## config.mk

```make
export PLATFORM = sky130hd
export DESIGN_NAME = moving_average_threshold_alarm_top
export DESIGN_NICKNAME = d
export VERILOG_FILES = /design/src/hw/rtl/mata_pkg.sv /design/src/hw/rtl/moving_average_threshold_alarm_top.sv
export SDC_FILE = /design/constraint.sdc
export NUM_CORES = 1
export LEC_CHECK = 0
export BUFFER_PORTS_ARGS = -buffer_cell sky130_fd_sc_hd__buf_2
export CAP_MARGIN = 20
export CORE_MARGIN = 4
export CORE_UTILIZATION = 45
export DETAILED_ROUTE_END_ITERATION = 7
export SETUP_SLACK_MARGIN = 0.4
export SLEW_MARGIN = 25
export SYNTH_ARGS = -nofsm -noshare
export SYNTH_HDL_FRONTEND = slang
export SYNTH_SLANG_ARGS = --single-unit
export TNS_END_PERCENT = 50
```

## constraint.sdc

```tcl
create_clock -name clk_i -period 8.5 [get_ports clk_i]
set_input_delay 0.85 -clock clk_i [delete_from_list [all_inputs] [get_ports clk_i]]
set_output_delay 0.85 -clock clk_i [all_outputs]
set_load 0.005 [all_outputs]
```

## src/hw/rtl/mata_pkg.sv

```systemverilog
// ----------------------------------------------------------------------------
// mata_pkg
// Shared types and constants of the moving average threshold alarm.
// ----------------------------------------------------------------------------
package mata_pkg;

  localparam int unsigned NUM_CHANNELS = 4;
  localparam int unsigned WINDOW       = 5;
  localparam int unsigned SAMPLE_BITS  = 16;

  localparam int unsigned CH_W     = $clog2(NUM_CHANNELS);
  localparam int unsigned SLOT_W   = $clog2(WINDOW);
  localparam int unsigned ADDR_W   = $clog2(NUM_CHANNELS * WINDOW);
  localparam int unsigned SUM_W    = SAMPLE_BITS + $clog2(WINDOW);
  localparam int unsigned LIMIT_W  = 16;
  localparam int unsigned EVENT_W  = 32;
  localparam int unsigned CFG_IDX_W = 2;

  // Divide by WINDOW through a reciprocal, exact for every SUM_W-bit sum
  localparam int unsigned DIV_SHIFT = SUM_W + $clog2(WINDOW);
  localparam int unsigned MULT_W    = DIV_SHIFT + 1;
  localparam logic [MULT_W-1:0] DIV_MULT =
    MULT_W'(((64'd1 << DIV_SHIFT) + WINDOW - 1) / WINDOW);

  localparam logic [LIMIT_W-1:0] LIMIT_RESET = '1;

  localparam int unsigned IN_TDATA_W  = ((SAMPLE_BITS + 7) / 8) * 8;
  localparam int unsigned OUT_TDATA_W = ((SAMPLE_BITS + 2 + EVENT_W + 7) / 8) * 8;

  typedef enum logic [1:0] {
    ALARM_NORMAL    = 2'd0,
    ALARM_FIRST     = 2'd1,
    ALARM_SUSTAINED = 2'd2,
    ALARM_RECOVERED = 2'd3
  } alarm_e;

endpackage

```

## src/hw/rtl/moving_average_threshold_alarm_top.sv

```systemverilog
// ----------------------------------------------------------------------------
// moving_average_threshold_alarm_top
// Per-channel moving average with a persistence alarm on the window sum.
// ----------------------------------------------------------------------------
// Throughput: one request per cycle; window memory read and write share the
// accept cycle, running sum updates in stage 1, alarm and divide in stage 2.
// A stalled output holds the whole pipeline.
// Reset clears per-channel state and counters and sets all limits to 65535;
// the window memory is not cleared, a channel's first sample is tracked.
module moving_average_threshold_alarm_top (
  input  logic                            clk_i,
  input  logic                            rst_ni,
  input  logic                            s_axis_tvalid,
  output logic                            s_axis_tready,
  input  logic [mata_pkg::IN_TDATA_W-1:0] s_axis_tdata,   // sample
  input  logic [mata_pkg::CH_W-1:0]       s_axis_tuser,   // channel
  output logic                            m_axis_tvalid,
  input  logic                            m_axis_tready,
  // average, alarm_state, sustained_events, zero pad
  output logic [mata_pkg::OUT_TDATA_W-1:0] m_axis_tdata,
  output logic [mata_pkg::CH_W-1:0]       m_axis_tuser,   // out_channel
  input  logic                            cfg_we_i,
  input  logic [mata_pkg::CFG_IDX_W-1:0]  cfg_idx_i,
  input  logic [mata_pkg::LIMIT_W-1:0]    cfg_data_i
);
  import mata_pkg::*;

  logic en, accept;

  logic [LIMIT_W-1:0]     limit_q  [NUM_CHANNELS];
  logic [SLOT_W-1:0]      slot_q   [NUM_CHANNELS];
  logic                   primed_q [NUM_CHANNELS];
  logic                   filled_q [NUM_CHANNELS];
  logic [SAMPLE_BITS-1:0] prime_q  [NUM_CHANNELS];
  logic [SUM_W-1:0]       sum_q    [NUM_CHANNELS];
  logic [1:0]             run_q    [NUM_CHANNELS];
  logic [EVENT_W-1:0]     events_q, events_d;

  logic [SAMPLE_BITS-1:0] win_mem [NUM_CHANNELS*WINDOW];
  logic [SAMPLE_BITS-1:0] mem_rdata_q;

  logic [CH_W-1:0]        in_ch;
  logic [SAMPLE_BITS-1:0] in_smp;
  logic [SLOT_W-1:0]      in_slot, slot_nxt;
  logic [ADDR_W-1:0]      mem_addr;

  logic                   s1_vld_q, s1_first_q, s1_filled_q;
  logic [CH_W-1:0]        s1_ch_q;
  logic [SAMPLE_BITS-1:0] s1_smp_q, s1_prime_q, s1_old;
  logic [SUM_W-1:0]       s1_sum_d;

  logic                   s2_vld_q;
  logic [CH_W-1:0]        s2_ch_q;
  logic [SUM_W-1:0]       s2_sum_q;

  logic [SUM_W-1:0]        lim_scaled;
  logic                    exceed;
  logic [1:0]              run_d;
  alarm_e                  state_d;
  logic [SUM_W+MULT_W-1:0] div_prod;
  logic [SAMPLE_BITS-1:0]  avg_d;

  logic                   m_vld_q;
  logic [CH_W-1:0]        m_ch_q;
  logic [SAMPLE_BITS-1:0] m_avg_q;
  alarm_e                 m_state_q;
  logic [EVENT_W-1:0]     m_events_q;

  assign en            = !m_vld_q || m_axis_tready;
  assign accept        = s_axis_tvalid && en;
  assign s_axis_tready = en;

  // Stage 0: slot bookkeeping, window memory read-old / write-new
  assign in_ch    = s_axis_tuser;
  assign in_smp   = s_axis_tdata[SAMPLE_BITS-1:0];
  assign in_slot  = slot_q[in_ch];
  assign slot_nxt = (in_slot == SLOT_W'(WINDOW - 1)) ? '0 : in_slot + SLOT_W'(1);
  assign mem_addr = ADDR_W'(in_ch) * ADDR_W'(WINDOW) + ADDR_W'(in_slot);

  always_ff @(posedge clk_i) begin
    if (accept) begin
      win_mem[mem_addr] <= in_smp;
      mem_rdata_q       <= win_mem[mem_addr];
    end
  end

  always_ff @(posedge clk_i or negedge rst_ni) begin
    if (!rst_ni) begin
      for (int i = 0; i < NUM_CHANNELS; i++) begin
        slot_q[i]   <= '0;
        primed_q[i] <= 1'b0;
        filled_q[i] <= 1'b0;
      end
    end else if (accept) begin
      slot_q[in_ch]   <= slot_nxt;
      primed_q[in_ch] <= 1'b1;
      if (primed_q[in_ch] && slot_nxt == '0) begin
        filled_q[in_ch] <= 1'b1;
      end
    end
  end

  always_ff @(posedge clk_i) begin
    if (accept) begin
      if (!primed_q[in_ch]) begin
        prime_q[in_ch] <= in_smp;
      end
      s1_ch_q     <= in_ch;
      s1_smp_q    <= in_smp;
      s1_first_q  <= !primed_q[in_ch];
      s1_filled_q <= filled_q[in_ch];
      s1_prime_q  <= prime_q[in_ch];
    end
  end

  // Stage 1: running sum
  assign s1_old   = s1_filled_q ? mem_rdata_q : s1_prime_q;
  assign s1_sum_d = s1_first_q ? SUM_W'(s1_smp_q) * SUM_W'(WINDOW)
                               : sum_q[s1_ch_q] - SUM_W'(s1_old) + SUM_W'(s1_smp_q);

  always_ff @(posedge clk_i or negedge rst_ni) begin
    if (!rst_ni) begin
      for (int i = 0; i < NUM_CHANNELS; i++) begin
        sum_q[i] <= '0;
      end
    end else if (en && s1_vld_q) begin
      sum_q[s1_ch_q] <= s1_sum_d;
    end
  end

  always_ff @(posedge clk_i) begin
    if (en) begin
      s2_ch_q  <= s1_ch_q;
      s2_sum_q <= s1_sum_d;
    end
  end

  // Stage 2: threshold, persistence run, event count, average
  assign lim_scaled = SUM_W'(limit_q[s2_ch_q]) * SUM_W'(WINDOW);
  assign exceed     = s2_sum_q > lim_scaled;
  assign div_prod   = (SUM_W+MULT_W)'(s2_sum_q) * (SUM_W+MULT_W)'(DIV_MULT);
  assign avg_d      = div_prod[DIV_SHIFT +: SAMPLE_BITS];

  always_comb begin
    run_d    = run_q[s2_ch_q];
    events_d = events_q;
    state_d  = ALARM_NORMAL;
    if (exceed) begin
      if (run_q[s2_ch_q] < 2'd2) begin
        run_d = run_q[s2_ch_q] + 2'd1;
      end
      if (run_d == 2'd1) begin
        state_d = ALARM_FIRST;
      end else begin
        state_d  = ALARM_SUSTAINED;
        events_d = events_q + EVENT_W'(1);
      end
    end else begin
      state_d = (run_q[s2_ch_q] >= 2'd2) ? ALARM_RECOVERED : ALARM_NORMAL;
      run_d   = '0;
    end
  end

  always_ff @(posedge clk_i or negedge rst_ni) begin
    if (!rst_ni) begin
      for (int i = 0; i < NUM_CHANNELS; i++) begin
        run_q[i] <= '0;
      end
      events_q <= '0;
    end else if (en && s2_vld_q) begin
      run_q[s2_ch_q] <= run_d;
      events_q       <= events_d;
    end
  end

  always_ff @(posedge clk_i) begin
    if (en) begin
      m_ch_q     <= s2_ch_q;
      m_avg_q    <= avg_d;
      m_state_q  <= state_d;
      m_events_q <= events_d;
    end
  end

  // Pipeline valids
  always_ff @(posedge clk_i or negedge rst_ni) begin
    if (!rst_ni) begin
      s1_vld_q <= 1'b0;
      s2_vld_q <= 1'b0;
      m_vld_q  <= 1'b0;
    end else if (en) begin
      s1_vld_q <= accept;
      s2_vld_q <= s1_vld_q;
      m_vld_q  <= s2_vld_q;
    end
  end

  // Threshold registers
  always_ff @(posedge clk_i or negedge rst_ni) begin
    if (!rst_ni) begin
      for (int i = 0; i < NUM_CHANNELS; i++) begin
        limit_q[i] <= LIMIT_RESET;
      end
    end else if (cfg_we_i) begin
      limit_q[cfg_idx_i] <= cfg_data_i;
    end
  end

  assign m_axis_tvalid = m_vld_q;
  assign m_axis_tuser  = m_ch_q;
  assign m_axis_tdata  = {
    (OUT_TDATA_W - SAMPLE_BITS - 2 - EVENT_W)'(0),
    m_events_q,
    m_state_q,
    m_avg_q
  };

endmodule

```

==> results of run 1 <==
[routing by layer]
layer,share of wire,vias up,global-route usage,wire length [µm]
li1,-,9430,-,-
met1,0.43,10400,0.242,33500
met4,0.029,2,0.0548,2290
met2,0.49,421,0.313,38500
met5,0.00017,-,0,13
met3,0.046,121,0.0315,3570
[metrics by stage]
| stage | instances | hold slack (ns) | setup WS, ns | utilization |
|---|---|---|---|---|
| finish | 3798 | 0.114 | 1.39 | 0.509 |
| global route | 3796 | 0.0991 | 0.829 | 0.508 |
| CTS | 3792 | 0.411 | 1.33 | 0.508 |
| detailed placement | 3651 | 0.457 | 1.35 | 0.476 |
| global placement | 3651 | 0.444 | 1.53 | 0.476 |
| floorplan | 2560 | 0.423 | 1.64 | - |
[area by class of cell]
cell class | count | area [µm²] | share of cell area
Clock buffer | 110 | 2250 | 0.0549
Clock inverter | 31 | 273 | 0.00666
Tap cell | 1060 | 1330 | 0.0324
Timing Repair Buffer | 119 | 699 | 0.0171
Multi-Input combinational cell | 1439 | 14700 | 0.360
Sequential cell | 712 | 20400 | 0.499
Inverter | 323 | 1210 | 0.0296
Antenna cell | 4 | 10.0 | 0.000244
[critical path: stages (launching register included)]
cell	delay [ns]
edfxtp_1	0.85
buf_4	0.38
mux4_2	0.56
ha_1	0.31
ha_1	0.33
a21oi_1	0.20
o21ai_0	0.10
a21oi_1	0.22
o21ai_0	0.11
a21oi_1	0.31
o211ai_1	0.17
and4_1	0.23
o31ai_1	0.28
ha_1	0.19
nand3_1	0.13
nor4_1	0.34
and2_1	0.21
a221oi_1	0.09
o2111a_2	0.23
or3_1	0.59
nor2_1	0.74
mux2_2	0.41
[cells in the mapped netlist (all sizes together), types with 3 or more instances]
library cell and instances:
xor2 32, nor2 67, o21ai 102, a31oi 8
clkbuf 55, mux2i 5, dfrtp 139, xnor2 84
mux4 138, a21boi 4, buf 31, ha 240
nor3 28, nor4 5, a211oi 6, edfxtp 509
a21oi 88, or3 10, or4 5, nand2b 13
or2 3, nor2b 23, and3 12, inv 323
and4 8, dfstp 64, o31ai 12, nor3b 3
nand4 14, nand3 35, nand3b 5, o211ai 4
mux2 127, nand2 165, a21o 28, and2 8
fa 117, o21bai 8
[flip-flops by register name, indices dropped and copies added, names as in the netlist, 12 cells and up]
name	cells
m_avg_q	16
s2_sum_q	19
slot_q	12
mem_rdata_q	16
win_mem	320
s1_smp_q	16
sum_q	76
s1_prime_q	16
limit_q	64
m_events_q	32
events_q	32
prime_q	64
[kinds of logic (layout without fill, tap and decap cells)]
kind of cell    Yosys count  after routing  share of synthesized area
fa+ha+maj               357            357                      0.146
flops                   712            712                      0.559
xor+xnor                116            116                     0.0278
simple gates            407            407                     0.0536
other cells               1             10                   0.000102
compound gates          283            283                     0.0458
mux                     270            270                      0.125
buf+inv                 409            583                     0.0428
[worst max-delay path by stage]
stage / from / endpoint / slack, ns
6_report: s2_ch_q[0] / events_q[1] / 1.39
5_1_grt: s2_ch_q[0] / events_q[4] / 0.83
4_1_cts: s2_ch_q[0] / events_q[1] / 1.33
3_5_place_dp: s2_ch_q[0] / events_q[1] / 1.35
3_3_place_gp: s2_ch_q[0] / events_q[1] / 1.53
2_1_floorplan: m_axis_tready / win_mem[7][0] / 1.64
==> flow_summary.json, run 1 <==
{
  "vias": 20400,
  "setup_tns_ns": 0,
  "synth.cell_area_um2": 36600,
  "routed_wl_um": 77900,
  "die_w_um": 293,
  "clock_latency_ns": 0.62,
  "timing.rr.start": "s2_ch_q[0]",
  "htreeDepth": 3,
  "grt_usage": 0.183,
  "start_util": 0.454,
  "cts_resized": 0,
  "critPathArrivalTime_ns": 7.61,
  "nNetsFinal": 3072,
  "drc": 0,
  "hold_viol_final": 0,
  "gp_congestion": 0.863,
  "fin_crit_ns": 7.11,
  "avgSynthCellArea_um2": 14.3,
  "num_rows": 104,
  "hold_path_class": "input port to asynchronous set/reset pin",
  "drt_pass1_iterations": 5,
  "synth-edff-count": 509,
  "placed_area_um2": 38400,
  "async_reset_ff_frac": 0.285,
  "layout_common_cells": "509 x edfxtp_1, 322 x inv_1, 238 x ha_1, 164 x nand2_1, 139 x dfrtp_1",
  "ant_nets": 0,
  "status": "finished clean",
  "synth_top_area_frac": 0.418,
  "clock-sinks": 712,
  "cts_tree": "yes",
  "fmax_ghz": 0.141,
  "worst_pin_slew_ns": 1.03,
  "num-fill-cells": 6768,
  "maxSlewHeadroom": 0.306,
  "antenna_found_initial": 5,
  "syn_inst": 2555,
  "synth_seq_cells": 712,
  "die_h_um": 293,
  "ys.flop_type": "edfxtp_1",
  "clkTransAtPathRegs_ns": 0.06,
  "grt_pass1_wl_um": 124000,
  "post_cts_buffers": 0,
  "skew_ns": 0.0330,
  "slew_viol_final": 0,
  "synth_warnings": 0,
  "rsz0062_at_grt": "no",
  "dp_hpwl_um": 54200,
  "synthDistinctLibCells": 63,
  "cts_buffer_depth": 3,
  "synth_top_area_cell": "edfxtp_1",
  "overflow": 0,
  "dieArea_um2": 86000,
  "drive_gt1_frac": 0.220,
  "routed_via_density": 5.36,
  "pin_count": 101,
  "grt_start_max_net_pins": 120,
  "r2r_end": "events_q[1]",
  "drt-initial-drc-count": 1250,
  "layout_commonest_cell": "edfxtp_1",
  "cp.required_ns": 8.99,
  "grt_pass1_vias": 21800,
  "stdcell_area_um2": 41000,
  "crit_path_end_kind": "register",
  "wl_per_cell_um": 20.5,
  "crit_type": "register to register",
  "hold_buffers": 0,
  "synth_area_leaders": "edfxtp_1 42%, dfrtp_1 9.5%, mux4_2 8.5%, ha_1 8.2%, fa_1 6.4%",
  "start_kind": "register",
  "area_growth_syn_to_layout_pct": 11.9,
  "cts_root_buf": "clkbuf_16",
  "crit_fanout": 15,
  "core-area_um2": 80500,
  "port_buffers": 94,
  "reg2reg_slack_ns": 1.39,
  "reg2regPathDepth": 21,
  "yosysSeqAreaShare": 0.559,
  "post-route-period-util": 0.837,
  "maxCapViolCount": 0,
  "cts_buffers": 79,
  "setup_viol": 0
}
Power of run 1 is left out: the tool's default activity adds up to more than one toggle a clock period on the data nets, which glitch-free logic cannot reach.
==> inputs of run 2 (changes only) <==
==> constraint.sdc (replaced) <==
create_clock -name clk_i -period 6.47 [get_ports clk_i]
set_input_delay 0.647 -clock clk_i [delete_from_list [all_inputs] [get_ports clk_i]]
set_output_delay 0.647 -clock clk_i [all_outputs]
set_load 0.005 [all_outputs]
==> flow_summary.json, run 2 (synthesis results as in run 1) <==
{
  "worst_pin_slew_ns": 1.04,
  "nNetsFinal": 3156,
  "cp.required_ns": 6.79,
  "vias": 20800,
  "htreeDepth": 3,
  "area_growth_syn_to_layout_pct": 15.1,
  "critPathSlowestCell": "fa_2",
  "drt_pass1_iterations": 5,
  "cts_root_buf": "clkbuf_16",
  "grt_pass1_wl_um": 125000,
  "clkTransAtPathRegs_ns": 0.06,
  "largest_register_ffs": 320,
  "wl_per_cell_um": 20.6,
  "crit_path_end_kind": "register",
  "drt-initial-drc-count": 1341,
  "routed_via_density": 5.35,
  "status": "finished clean",
  "dieArea_um2": 86000,
  "antenna_found_initial": 3,
  "die_h_um": 293,
  "hold_buffers": 0,
  "start_util": 0.454,
  "layout_common_cells": "509 x edfxtp_1, 296 x inv_1, 215 x ha_1, 163 x nand2_1, 139 x dfrtp_1",
  "maxCapViolCount": 0,
  "fin_crit_ns": 6.12,
  "setup_viol": 0,
  "hold_slack_ns": 0.151,
  "slew_viol_final": 0,
  "drive_gt1_frac": 0.269,
  "post-place-ws_ns": -0.0653,
  "skew_ns": 0.0473,
  "max_stage_delay_ns": 0.59,
  "clock_latency_ns": 0.62,
  "drc": 0,
  "dp_hpwl_um": 55400,
  "cpMostUsedCell": "fa_1",
  "grt_start_max_net_pins": 127,
  "crit_fanout": 3,
  "port_buffers": 94,
  "critPathArrivalTime_ns": 6.44,
  "pin_count": 101,
  "ant_nets": 0,
  "top_regs": "win_mem x320, sum_q x76",
  "num_rows": 104,
  "gp_congestion": 0.860,
  "rsz0062_at_grt": "yes",
  "grt_usage": 0.186,
  "clock-sinks": 712,
  "core-area_um2": 80500,
  "finalWorstSetupSlack_ns": 0.345,
  "top_register": "win_mem",
  "path_cells": "ha_4, inv_1, fa_1, fa_2, inv_2, fa_2, fa_1, inv_1, fa_1, inv_2, ha_4, nand4_1, nor4_4, a221oi_2, a21o_1, o31ai_4, a221o_1, a221o_1, buf_4, nor4_1, or3_1",
  "layout_commonest_cell": "edfxtp_1",
  "reg2regPathDepth": 21,
  "post-route-period-util": 0.947,
  "setup_tns_ns": 0,
  "die_w_um": 293,
  "maxSlewHeadroom": 0.306,
  "routed_wl_um": 79900,
  "cts_buffers": 76,
  "overflow": 0,
  "grt_pass1_vias": 21900,
  "cts_buffer_depth": 3,
  "hold_viol_final": 0,
  "crit_type": "register to register",
  "start_kind": "register",
  "fmax_ghz": 0.163,
  "cts_tree": "yes",
  "hold_path_class": "input port to asynchronous set/reset pin"
}
==> run 2: worst max-delay path: cells and delay by family (launching register included) <==
family,cells,cell delay [ns]
adder cells (fa/ha/maj),7,3.10
AO/OA/AOI/OAI,5,1.04
AND/OR/NAND/NOR,4,0.95
flip-flops,1,0.46
buffers and inverters,5,0.30
==> run 2: stage by stage <==
stage                util  cell area, µm²  cells
global placement    0.481           38700   3696
detailed placement  0.481           38700   3696
global route        0.523           42100   3881
CTS                 0.517           41700   3857
floorplan               -           36700   2560
finish              0.523           42100   3883
==> run 2: cell type report <==
class,instances,area [µm²]
clock inverters,42,512
inverters,323,1210
fillers,6699,38400
diodes,2,5.00
well taps,1060,1330
clock buffers,99,2080
repair buffers,206,1400
flip-flops and latches,712,20400
multi-input cells,1439,15100
==> run 2: per-layer routing <==
metal  share of wire  vias to the layer above  track usage
met5         0.00060                        -            0
met4           0.030                        6       0.0582
met3           0.043                      133       0.0276
met2            0.50                      440        0.318
met1            0.43                    10600        0.248
li1                -                     9622            -
==> run 2: final timing paths <==
check                                   start          end  slack (ns)
max in group asynchronous              rst_ni    sum_q[45]        5.07
worst max register to register   s2_sum_q[16]  m_avg_q[15]        0.35
worst min-delay path                   rst_ni  limit_q[28]        0.15
worst min register to register    filled_q[3]  filled_q[3]        0.46
min in group clk_i              cfg_data_i[4]   limit_q[4]        0.30
worst max-delay path             s2_sum_q[16]  m_avg_q[15]        0.35
==> run 2: timing repair <==
action | CTS | global route
cloned | 0 | 1
resized for setup | 37 | 57
pin swaps | 36 | 47
setup buffers | 20 | 21
endpoints found under the setup margin | 29 | 49
Power of run 2 is left out for the same reason.
